**src/hsmseq_pkg.sv**
```systemverilog
// Shared types, constants and the half-step coil table for the motor sequencer.
`timescale 1ns / 1ps

package hsmseq_pkg;

	localparam int unsigned PHASE_COUNT = 8;
	localparam int unsigned PHASE_W     = $clog2(PHASE_COUNT);

	localparam logic [15:0] RESET_STEPS_PER_REV = 16'd400;
	localparam logic [31:0] RESET_STEP_PERIOD   = 32'd5000;
	localparam logic [31:0] ELAPSED_MAX         = 32'hFFFF_FFFF;

	// Request kinds
	typedef enum logic {
		REQ_TICK = 1'b0,
		REQ_MOVE = 1'b1
	} req_kind_t;

	// Configuration register indexes
	typedef enum logic {
		REG_STEPS_PER_REV = 1'b0,
		REG_STEP_PERIOD   = 1'b1
	} cfg_reg_t;

	typedef struct packed {
		logic               req_type;
		logic signed [15:0] move_count;
	} req_t;

	typedef struct packed {
		logic [3:0]  coils;
		logic [15:0] position;
		logic [15:0] remaining;
		logic        stepped;
		logic        busy_res;
	} rsp_t;

	// Eight-phase half-step pattern, bit3 = wire1 .. bit0 = wire4
	function automatic logic [3:0] phase_pattern(input logic [PHASE_W-1:0] phase);
		logic [3:0] pat;
		case (phase)
			3'd0:    pat = 4'h8;
			3'd1:    pat = 4'hA;
			3'd2:    pat = 4'h2;
			3'd3:    pat = 4'h6;
			3'd4:    pat = 4'h4;
			3'd5:    pat = 4'h5;
			3'd6:    pat = 4'h1;
			3'd7:    pat = 4'h9;
			default: pat = 4'h0;
		endcase
		return pat;
	endfunction

endpackage

```
**src/half_step_motor_sequencer_core.sv**
```systemverilog
// Top level of the half-step stepper motor sequencer.
`timescale 1ns / 1ps

//  channel | direction | handshake              | payload
//  --------+-----------+------------------------+-----------------------------------
//  req     | in        | req_valid / req_stall  | req_type, move_count (tick / move)
//  rsp     | out       | rsp_valid / rsp_stall  | coils, position, remaining, stepped,
//          |           |                        | busy_res (one per request)
//  cfg     | in        | cfg_wr_en              | cfg_index, cfg_wdata (write only)
//
//  Each request passes from acceptance into the input register, then through
//  the step logic into the result register.
//  A new request is accepted every cycle while req_stall is low; the rate is
//  set by the single pass of compare, increment and table lookup between the two registers.
//  Reset clears the motor state to position 0, no steps pending, reverse
//  direction, coils off, and loads the default geometry and step period.
//  A stall on rsp holds the result register; the input register then fills
//  and req_stall rises only when both are occupied.

module half_step_motor_sequencer_core (
	input  logic               clk,
	input  logic               arst_n,

	input  logic               req_valid,
	output logic               req_stall,
	input  hsmseq_pkg::req_t   req_data,

	output logic               rsp_valid,
	input  logic               rsp_stall,
	output hsmseq_pkg::rsp_t   rsp_data,

	input  logic               cfg_wr_en,
	input  hsmseq_pkg::cfg_reg_t cfg_index,
	input  logic [31:0]        cfg_wdata
);

	// Configuration registers
	logic [15:0] spr_q;
	logic [31:0] period_q;

	// Motor state
	logic [15:0] pos_q;
	logic [15:0] rem_q;
	logic        fwd_q;
	logic [31:0] elapsed_q;
	logic [3:0]  coil_q;

	// Input register
	logic             valid_s1;
	hsmseq_pkg::req_t req_s1;

	// Result register
	logic             rsp_valid_q;
	hsmseq_pkg::rsp_t rsp_q;

	logic adv;
	logic req_accept;

	// Next-state values for the transaction in the input register
	logic [15:0] pos_d;
	logic [15:0] rem_d;
	logic        fwd_d;
	logic [31:0] elapsed_d;
	logic [3:0]  coil_d;
	logic        stepped_d;
	logic [31:0] elapsed_inc;
	logic [15:0] pos_step;
	logic [15:0] move_mag;

	assign adv        = valid_s1 && (!rsp_valid_q || !rsp_stall);
	assign req_stall  = valid_s1 && !adv;
	assign req_accept = req_valid && !req_stall;

	assign rsp_valid = rsp_valid_q;
	assign rsp_data  = rsp_q;

	// Configuration writes; an index outside the list is dropped by the enum decode
	always_ff @(posedge clk or negedge arst_n) begin
		if (!arst_n) begin
			spr_q    <= hsmseq_pkg::RESET_STEPS_PER_REV;
			period_q <= hsmseq_pkg::RESET_STEP_PERIOD;
		end else if (cfg_wr_en) begin
			case (cfg_index)
				hsmseq_pkg::REG_STEPS_PER_REV: spr_q    <= cfg_wdata[15:0];
				hsmseq_pkg::REG_STEP_PERIOD:   period_q <= cfg_wdata;
				default: ;
			endcase
		end
	end

	// Input register: load on accept, drop once passed into the result register
	always_ff @(posedge clk or negedge arst_n) begin
		if (!arst_n) begin
			valid_s1 <= 1'b0;
		end else if (req_accept) begin
			valid_s1 <= 1'b1;
		end else if (adv) begin
			valid_s1 <= 1'b0;
		end
	end

	always_ff @(posedge clk) begin
		if (req_accept) begin
			req_s1 <= req_data;
		end
	end

	// Position after one step, with wrap in either direction.
	// A zero revolution length pins the position at zero.
	always_comb begin
		if (spr_q == 16'd0) begin
			pos_step = 16'd0;
		end else if (fwd_q) begin
			if (({1'b0, pos_q} + 17'd1) >= {1'b0, spr_q}) begin
				pos_step = 16'd0;
			end else begin
				pos_step = pos_q + 16'd1;
			end
		end else if (pos_q == 16'd0) begin
			pos_step = spr_q - 16'd1;
		end else begin
			pos_step = pos_q - 16'd1;
		end
	end

	// Saturating tick count
	assign elapsed_inc = (elapsed_q == hsmseq_pkg::ELAPSED_MAX) ? elapsed_q
	                                                            : elapsed_q + 32'd1;

	// Magnitude of the signed move count; the most negative count gives 32768
	assign move_mag = req_s1.move_count[15] ? (16'd0 - req_s1.move_count)
	                                        : req_s1.move_count;

	always_comb begin
		pos_d     = pos_q;
		rem_d     = rem_q;
		fwd_d     = fwd_q;
		elapsed_d = elapsed_q;
		coil_d    = coil_q;
		stepped_d = 1'b0;
		case (hsmseq_pkg::req_kind_t'(req_s1.req_type))
			hsmseq_pkg::REQ_MOVE: begin
				// Replace any pending move; a zero count keeps the direction
				rem_d = move_mag;
				if (req_s1.move_count[15]) begin
					fwd_d = 1'b0;
				end else if (req_s1.move_count != 16'sd0) begin
					fwd_d = 1'b1;
				end
			end
			hsmseq_pkg::REQ_TICK: begin
				elapsed_d = elapsed_inc;
				if (rem_q != 16'd0 && elapsed_inc >= period_q) begin
					elapsed_d = 32'd0;
					pos_d     = pos_step;
					rem_d     = rem_q - 16'd1;
					coil_d    = hsmseq_pkg::phase_pattern(pos_step[hsmseq_pkg::PHASE_W-1:0]);
					stepped_d = 1'b1;
				end
			end
			default: ;
		endcase
	end

	// Commit motor state as the transaction leaves the input register
	always_ff @(posedge clk or negedge arst_n) begin
		if (!arst_n) begin
			pos_q     <= 16'd0;
			rem_q     <= 16'd0;
			fwd_q     <= 1'b0;
			elapsed_q <= 32'd0;
			coil_q    <= 4'd0;
		end else if (adv) begin
			pos_q     <= pos_d;
			rem_q     <= rem_d;
			fwd_q     <= fwd_d;
			elapsed_q <= elapsed_d;
			coil_q    <= coil_d;
		end
	end

	// Result register: hold under stall, drop once taken
	always_ff @(posedge clk or negedge arst_n) begin
		if (!arst_n) begin
			rsp_valid_q <= 1'b0;
		end else if (adv) begin
			rsp_valid_q <= 1'b1;
		end else if (!rsp_stall) begin
			rsp_valid_q <= 1'b0;
		end
	end

	always_ff @(posedge clk) begin
		if (adv) begin
			rsp_q.coils     <= coil_d;
			rsp_q.position  <= pos_d;
			rsp_q.remaining <= rem_d;
			rsp_q.stepped   <= stepped_d;
			rsp_q.busy_res  <= (rem_d != 16'd0);
		end
	end

	// A stepping result always shows the coil pattern of its position
	a_step_coils: assert property (@(posedge clk) disable iff (!arst_n)
		rsp_valid && rsp_data.stepped |->
			rsp_data.coils ==
			hsmseq_pkg::phase_pattern(rsp_data.position[hsmseq_pkg::PHASE_W-1:0]))
		else $error("coil pattern does not match stepped position");

	// Busy flag tracks the remaining count
	a_busy: assert property (@(posedge clk) disable iff (!arst_n)
		rsp_valid |-> rsp_data.busy_res == (rsp_data.remaining != 16'd0))
		else $error("busy_res disagrees with remaining");

	// An accepted request lands in the input register
	a_accept_loads: assert property (@(posedge clk) disable iff (!arst_n)
		req_accept |=> valid_s1)
		else $error("accepted request lost before the input register");

	// Stall upstream only when both registers are full and the result is held
	a_stall_cause: assert property (@(posedge clk) disable iff (!arst_n)
		req_stall |-> valid_s1 && rsp_valid_q && rsp_stall)
		else $error("request stalled without a full pipeline");

	// A move result never reports a step
	a_move_no_step: assert property (@(posedge clk) disable iff (!arst_n)
		adv && req_s1.req_type == hsmseq_pkg::REQ_MOVE |=> !rsp_data.stepped)
		else $error("move command reported a step");

endmodule

```
**config.mk**
```make
export PLATFORM = sky130hd
export DESIGN_NAME = half_step_motor_sequencer_core
export DESIGN_NICKNAME = d
export VERILOG_FILES = /design/src/hsmseq_pkg.sv /design/src/half_step_motor_sequencer_core.sv
export SDC_FILE = /design/constraint.sdc
export NUM_CORES = 1
export LEC_CHECK = 0
export BUFFER_PORTS_ARGS = -buffer_cell sky130_fd_sc_hd__buf_2
export CORE_MARGIN = 2
export CORE_UTILIZATION = 55
export CTS_CLUSTER_SIZE = 20
export DETAILED_ROUTE_END_ITERATION = 8
export PLACE_DENSITY_LB_ADDON = 0.3
export SYNTH_ARGS = -nofsm -noshare
export SYNTH_HDL_FRONTEND = slang
export SYNTH_SLANG_ARGS = --single-unit
```
**constraint.sdc**
```tcl
create_clock -name clk -period 5.3 [get_ports clk]
set_input_delay 0.795 -clock clk [delete_from_list [all_inputs] [get_ports clk]]
set_output_delay 0.795 -clock clk [all_outputs]
set_load 0.1 [all_outputs]
```
==> results.md, run 1 <==
- Sequential area share after synthesis: 0.435
- Largest net degree at the start of global routing: 78
- Setup ws final: 0.224 ns
- Post-DP HPWL: 18900 um
- Die height: 143 um
- P per Cell Area: 300 nW/um2
- Num Clock Sinks: 174
- Global-route wire length before repair: 41800 um
- Most area-hungry cell type in the Yosys netlist: dfrtp_1
- Max-slew violation count: 0
- Setup crit start: elapsed_q[16]
- WL final: 26200 um
- Net Sw Power: 1.25 mW
- Nets: 1330
- Initial drt markers: 1019
- P_int: 2.41 mW
- R2r setup slk: 0.22 ns
- Worst-Skew Late Latency: 0.44 ns
- Comb power frac: 0.234
- Syn Inst Count: 1115
- Share of layout cells above drive strength 1: 0.227
- Synth warn: 0
- Maximum clock insertion buffer count: 2
- Clock Skew: 0.0123 ns
- # H-tree levels: 4
- Row count: 50
- Gpl congestion: 0.907
- Main flop type after synthesis: dfrtp_1
- Post-synth EDFFs: 55
- Outcome: complete, no violations
- CP required: 5.48 ns
- ANT nets after route: 0
- Synth-to-layout area growth: 14.5%
- Final hold vios: 0
- Syn_area_per_cell: 9.57 um2
- Dpl cell area: 11500 um2
- Total gr overflow: 0
- # diodes: 0
- Antenna violations before repair: 0
- Initial core utilization: 0.565
- Clock-pin slew on the worst setup and hold paths: 0.07 ns
- CP Class: reg2reg
- Setup crit start kind: flop
- Critical R2R Launch: elapsed_q[16]
- DRC: 0
- Post-layout util: 0.646
- Port bufs: 94
- CP Max Fanout: 7
- Share of synthesized registers carrying an async set or reset: 0.684
- Hold WC Path Type: reg2reg
- Clk network pwr share: 0.314
- CP endpoint kind: flop
- Synthesized Nets: 1224
- Reg2Reg Capture Point: rsp_data[0]
- Synth top area cells: dfrtp_1 (26%), edfxtp_1 (15%), ha_1 (6.3%), mux2_2 (5.7%), nand2_1 (5.7%)
- Tmin final: 5.08 ns
- IO Count: 95
- Routed wire per std cell: 17.5 um
- Hold_buf cts: 0
- Core ar.: 18900 um2
- Die Width: 143 um
- Clk root buf: clkbuf_16
- Switching share of power: 0.341
- Critical path endpoint: rsp_data[0]
- Die area: 20500 um2
- Lkg Pwr: 5.55 nW
- Via count: 8867
- Path depth of the worst reg2reg path: 18
- Sequential share of power: 0.452
- TritonCTS clock tree: built
- Max-cap violations: 0
- Synth top area share: 0.260
- Place WS: 0.0449 ns
- Unique cell type count in the Yosys netlist: 83
- Max Clock Freq: 197 MHz
- Max rail drop VDD: 0.261 mV
- Worst-Margin Slew: 1.01 ns
- Crit path DAT: 5.25 ns
- Setup violations, final: 0
- Vias in the first global route: 8482
- Total CTS buffers: 17
- Mapped cell area: 10700 um2
- Post-DR vias/cell: 5.94
- Gr usage total: 0.260
- #FFs+latches synth: 174
- Design area: 12200 um2
- Final cycle utilization of the critical path: 0.958
- Drt first pass iters: 6
- Slew HR: 0.327
- Tot Pwr: 3.66 mW
-- synth_stat cells, drive strengths merged, types with 5 or more instances --
master,number
nor2b,5
nand2,162
mux2,54
ha,54
nor2,51
nor4,16
dfstp,8
a21oi,38
buf,9
or3,14
or2,7
nor3,17
and3,24
xnor2,42
nand3,36
o31a,6
o31ai,28
o22ai,10
nand4,15
dfrtp,111
a21o,10
edfxtp,55
and2,9
xor2,30
inv,74
a22o,14
clkbuf,39
a31oi,12
o21a,9
or4,5
o21ai,82
-- placed cells by master (no fill, tap or decap), types with 8 or more instances in the layout --
master	count
nand2_1	161
dfrtp_1	110
buf_2	93
o21ai_0	77
inv_1	74
edfxtp_1	55
mux2_2	54
ha_1	54
nor2_1	48
buf_4	42
xnor2_1	41
a21oi_1	37
nand3_1	36
xor2_1	30
o31ai_1	24
and3_1	21
clkbuf_16	17
nand4_1	14
nor3_1	14
a22o_1	14
or3_1	12
a31oi_1	12
a21o_1	10
o22ai_1	10
and2_1	9
nor4_1	9
o21a_1	9
dfstp_2	8
-- metrics by stage --
| step | hold slack, ns | TNS (ns) | instances |
|---|---|---|---|
| after CTS | 0.482 | 0 | 1491 |
| final | 0.475 | 0 | 1494 |
| after global placement | 0.459 | 0 | 1459 |
| after floorplan | 0.448 | 0 | 1115 |
| after global routing | 0.514 | -0.131 | 1494 |
| after detailed placement | 0.467 | 0 | 1459 |
-- worst min path at each step --
stage	from	endpoint	slack, ns	cells after the start
after floorplan	coil_q[0]	coil_q[0]	0.45	2
after global placement	coil_q[1]	coil_q[1]	0.46	2
after detailed placement	rem_q[15]	rem_q[15]	0.47	2
after CTS	rem_q[15]	rem_q[15]	0.48	2
after global routing	req_data[16]	req_s1[16]	0.51	1
final	rem_q[15]	rem_q[15]	0.47	2
-- power groups by stage --
stage               logic (mW)  clock network, mW  registers (mW)
CTS                      0.834               1.16            1.65
detailed placement       0.829                  0            1.68
floorplan                0.433                  0            1.82
global route             0.932               1.22            1.67
finish                   0.856               1.15            1.66
global placement         0.807                  0            1.67
-- area by class of cell --
| cell class | instances | area [um2] |
|---|---|---|
| sequential | 174 | 4640 |
| tap | 260 | 325 |
| clock inverter | 14 | 93.8 |
| inverter | 76 | 285 |
| clock buffer | 18 | 429 |
| timing repair buffer | 135 | 781 |
| fill | 1593 | 6680 |
| multi-input combinational | 817 | 5660 |
-- what timing repair did --
| action | 4_1_cts | 5_1_grt |
|---|---|---|
| buffers inserted | 0 | 3 |
| resized for setup | 0 | 28 |
| setup endpoints to repair | 0 | 21 |
-- registers in the layout (all words and copies together) (netlist names), 4 cells and up --
signal	flops
coil_q	4
period_q	32
spr_q	16
req_s1	17
rsp_data	38
elapsed_q	32
pos_q	16
rem_q	16
-- logic make-up after synthesis --
kind of cell,after synthesis,synth area share
and+or+nand+nor,381,0.177
muxes,58,0.0608
DFF,174,0.435
AOI/OAI and AO/OA,252,0.158
xor gates and xnor gates,72,0.0591
adders and majority gates,54,0.0634
buffers and inverters,124,0.0462
-- routing by layer --
layer | part of all wire | wire length [um] | track usage
met4 | 0.025 | 650 | 0.0872
met2 | 0.47 | 12400 | 0.436
met1 | 0.44 | 11600 | 0.344
met5 | 0 | 0 | 0
met3 | 0.060 | 1570 | 0.0416
-- critical path: stages (launching register included) --
cell,delay [ns]
dfrtp_1,0.43
nand2_1,0.13
nor4_2,0.38
and4b_2,0.39
nor2_2,0.08
and3_1,0.20
buf_4,0.16
and3_1,0.21
xor2_1,0.15
ha_1,0.30
nand4_1,0.24
nor4_4,0.33
o21a_1,0.20
o31a_1,0.29
nor2_4,0.10
o31a_1,0.33
o31ai_4,0.26
o2111ai_1,0.13
or4_1,0.51
Power figures use the tool's default switching activity.
==> run 2: changes to the inputs <==
CORE_ASPECT_RATIO = 2   (was default)
GPL_TIMING_DRIVEN = 0   (was default)
RECOVER_POWER = 25   (was default)
==> run 2 against run 1 <==
- die area up 0.33%
- critical path type unchanged
- the run now ends with capacitance limit, slew limit left
- fmax down 2.6%
- global-route usage up 3.9 points
- final area up 2.4%
- highest routed layer unchanged
- largest power group unchanged
- power up 5.7%
==> results.md, run 2 (synthesis gave the netlist of run 1 again) <==
- Tmin final: 5.21 ns (+0.133 ns)
- TritonCTS clock tree: built
- Initial drt markers: 474 (-53%)
- WL final: 29600 um (+13%)
- P per Cell Area: 309 nW/um2 (+3.2%)
- Setup violations, final: 0 (unchanged)
- Place WS: -0.813 ns (-0.857 ns)
- Most frequent cells in the layout: nand2_1 (158), dfrtp_1 (106), buf_2 (94)
- Total CTS buffers: 17 (unchanged)
- Violated checks: capacitance limit, slew limit
- Outcome: finished with violations
- Worst-Margin Slew: 2.24 ns (+1.23 ns)
- Die Width: 102 um (-28%)
- # H-tree levels: 4 (unchanged)
- Core ar.: 19200 um2 (+1.6%)
- Final hold slack: 0.478 ns (+0.00308 ns)
- CP Class: reg2reg
- Unrepaired setup endpoints after global routing: yes
- Max-slew violation count: 122 (+122)
- Hold_buf cts: 0 (unchanged)
- Gpl congestion: 0.994 (+9.6%)
- Design area: 12500 um2 (+2.4%)
- Nets: 1358 (+2.1%)
- Worst-Skew Late Latency: 0.44 ns (about the same)
- IO Count: 95 (unchanged)
- Vias in the first global route: 9275 (+9.3%)
- Lkg Pwr: 5.64 nW (+1.7%)
- Top Metal Used: met4
- Final cycle utilization of the critical path: 0.983 (+0.0251)
- CP Max Fanout: 7 (unchanged)
- Slew HR: -0.494 (-0.821)
- Setup ws final: 0.0913 ns (-0.133 ns)
- Gr usage total: 0.298 (+0.0388)
- Via count: 9128 (+2.9%)
- Number of flip-flops in the largest register: 38 (unchanged)
- Initial core utilization: 0.556 (-0.00869)
- Post-DR vias/cell: 6.00 (+1.1%)
- Routed wire per std cell: 19.5 um (+11%)
- Hold WC Path Type: reg2reg
- Placed cell count: 1470 (+0.75%)
- CP endpoint kind: flop
- ANT nets after route: 0 (unchanged)
- Row count: 72 (+44%)
- R2r setup slk: 0.09 ns (-0.13 ns)
- Non-filler cells in the finished layout: 1521 (+1.8%)
- Num Clock Sinks: 174 (unchanged)
- Maximum clock insertion buffer count: 2 (unchanged)
- Global-route wire length before repair: 46500 um (+11%)
- Max-cap violations: 2 (+2)
- CP required: 5.49 ns (about the same)
- Clock-pin slew on the worst setup and hold paths: 0.07 ns (about the same)
- DRC: 0 (unchanged)
- Drt first pass iters: 7 (+1)
- Tot Pwr: 3.87 mW (+5.7%)
- Setup crit start kind: flop
- Synth-to-layout area growth: 17.3%
- Metal2 WL: 16200 um (+30%)
- Clk root buf: clkbuf_16
- Die area: 20600 um2 (+0.33%)
- Met3 WL: 1370 um (-12%)
- Die height: 201 um (+40%)
- Most common cell after layout, fill and taps aside: nand2_1
- Dpl cell area: 11500 um2 (-0.18%)
- Port bufs: 94 (unchanged)
- Max Clock Freq: 192 MHz (-2.6%)
- Final hold vios: 0 (unchanged)
- Clock Skew: 0.00835 ns (-0.00399 ns)
- Share of layout cells above drive strength 1: 0.226 (-0.00107)
- Antenna violations before repair: 0 (unchanged)
- # diodes: 0 (unchanged)
- Crit path DAT: 5.39 ns (+0.14 ns)
- Post-DP HPWL: 22200 um (+17%)
- Max rail drop VDD: 0.271 mV (+4.0%)
- M1 WL: 9810 um (-15%)
- Largest net degree at the start of global routing: 86 (+10%)
- Total gr overflow: 0 (unchanged)
==> run 2: metal layers <==
layer	up-vias	global-route usage
li1	4294	-
met2	351	0.536
met1	4352	0.291
met4	0	0.213
met3	131	0.0581
met5	-	0
==> run 2: report_power, final <==
part	internal, mW	switching [mW]
combinational	0.276	0.593
sequential	1.54	0.114
clock	0.826	0.525
==> run 2: through the flow <==
step | setup TNS (ns) | util
after floorplan | 0 | -
after global placement | -19.06 | 0.597
after detailed placement | -25.58 | 0.600
after CTS | 0 | 0.642
after global routing | -0.132 | 0.652
final | 0 | 0.652
==> run 2: critical path: stages, from the launching register on <==
cell and delay, ns:
dfrtp_2 0.44, and3_4 0.17, and3_2 0.26, and4b_2 0.31, buf_4 0.17, or3_4 0.37, nor2_4 0.11, xor2_1 0.26
ha_1 0.31, and4_2 0.27, o311a_1 0.14, o31a_1 0.34, o31a_1 0.35, buf_4 0.18, o211ai_1 0.15, or3b_4 0.43
nor3_2 0.12, nand4_1 0.11, or4_1 0.47
==> run 2: final timing paths <==
| kind | depth (start not counted) | from | endpoint |
|---|---|---|---|
| min in group asynchronous | 1 | arst_n | period_q[19] |
| setup reg to reg | 18 | elapsed_q[19] | rsp_data[0] |
| hold / removal | 2 | coil_q[1] | coil_q[1] |
| max in group asynchronous | 2 | arst_n | elapsed_q[9] |
| setup / recovery | 18 | elapsed_q[19] | rsp_data[0] |
| hold reg to reg | 2 | coil_q[1] | coil_q[1] |
==> run 2: final cells by class <==
type | instances | area, um2
buffer | 45 | 201
clock buffer | 25 | 518
clock inverter | 7 | 123
fill | 1667 | 6680
inverter | 76 | 285
multi-input combinational | 817 | 5750
sequential | 174 | 4650
tap | 259 | 324
timing repair buffer | 118 | 664
==> run 2: timing repair <==
| action | 4_1_cts | 5_1_grt |
|---|---|---|
| cloned | 0 | 0 |
| hold endpoints to repair | 0 | 0 |
| gates resized for setup | 22 | 33 |
| pin swaps | 6 | 15 |
| endpoints found under the setup margin | 82 | 55 |
| setup buffers | 8 | 14 |
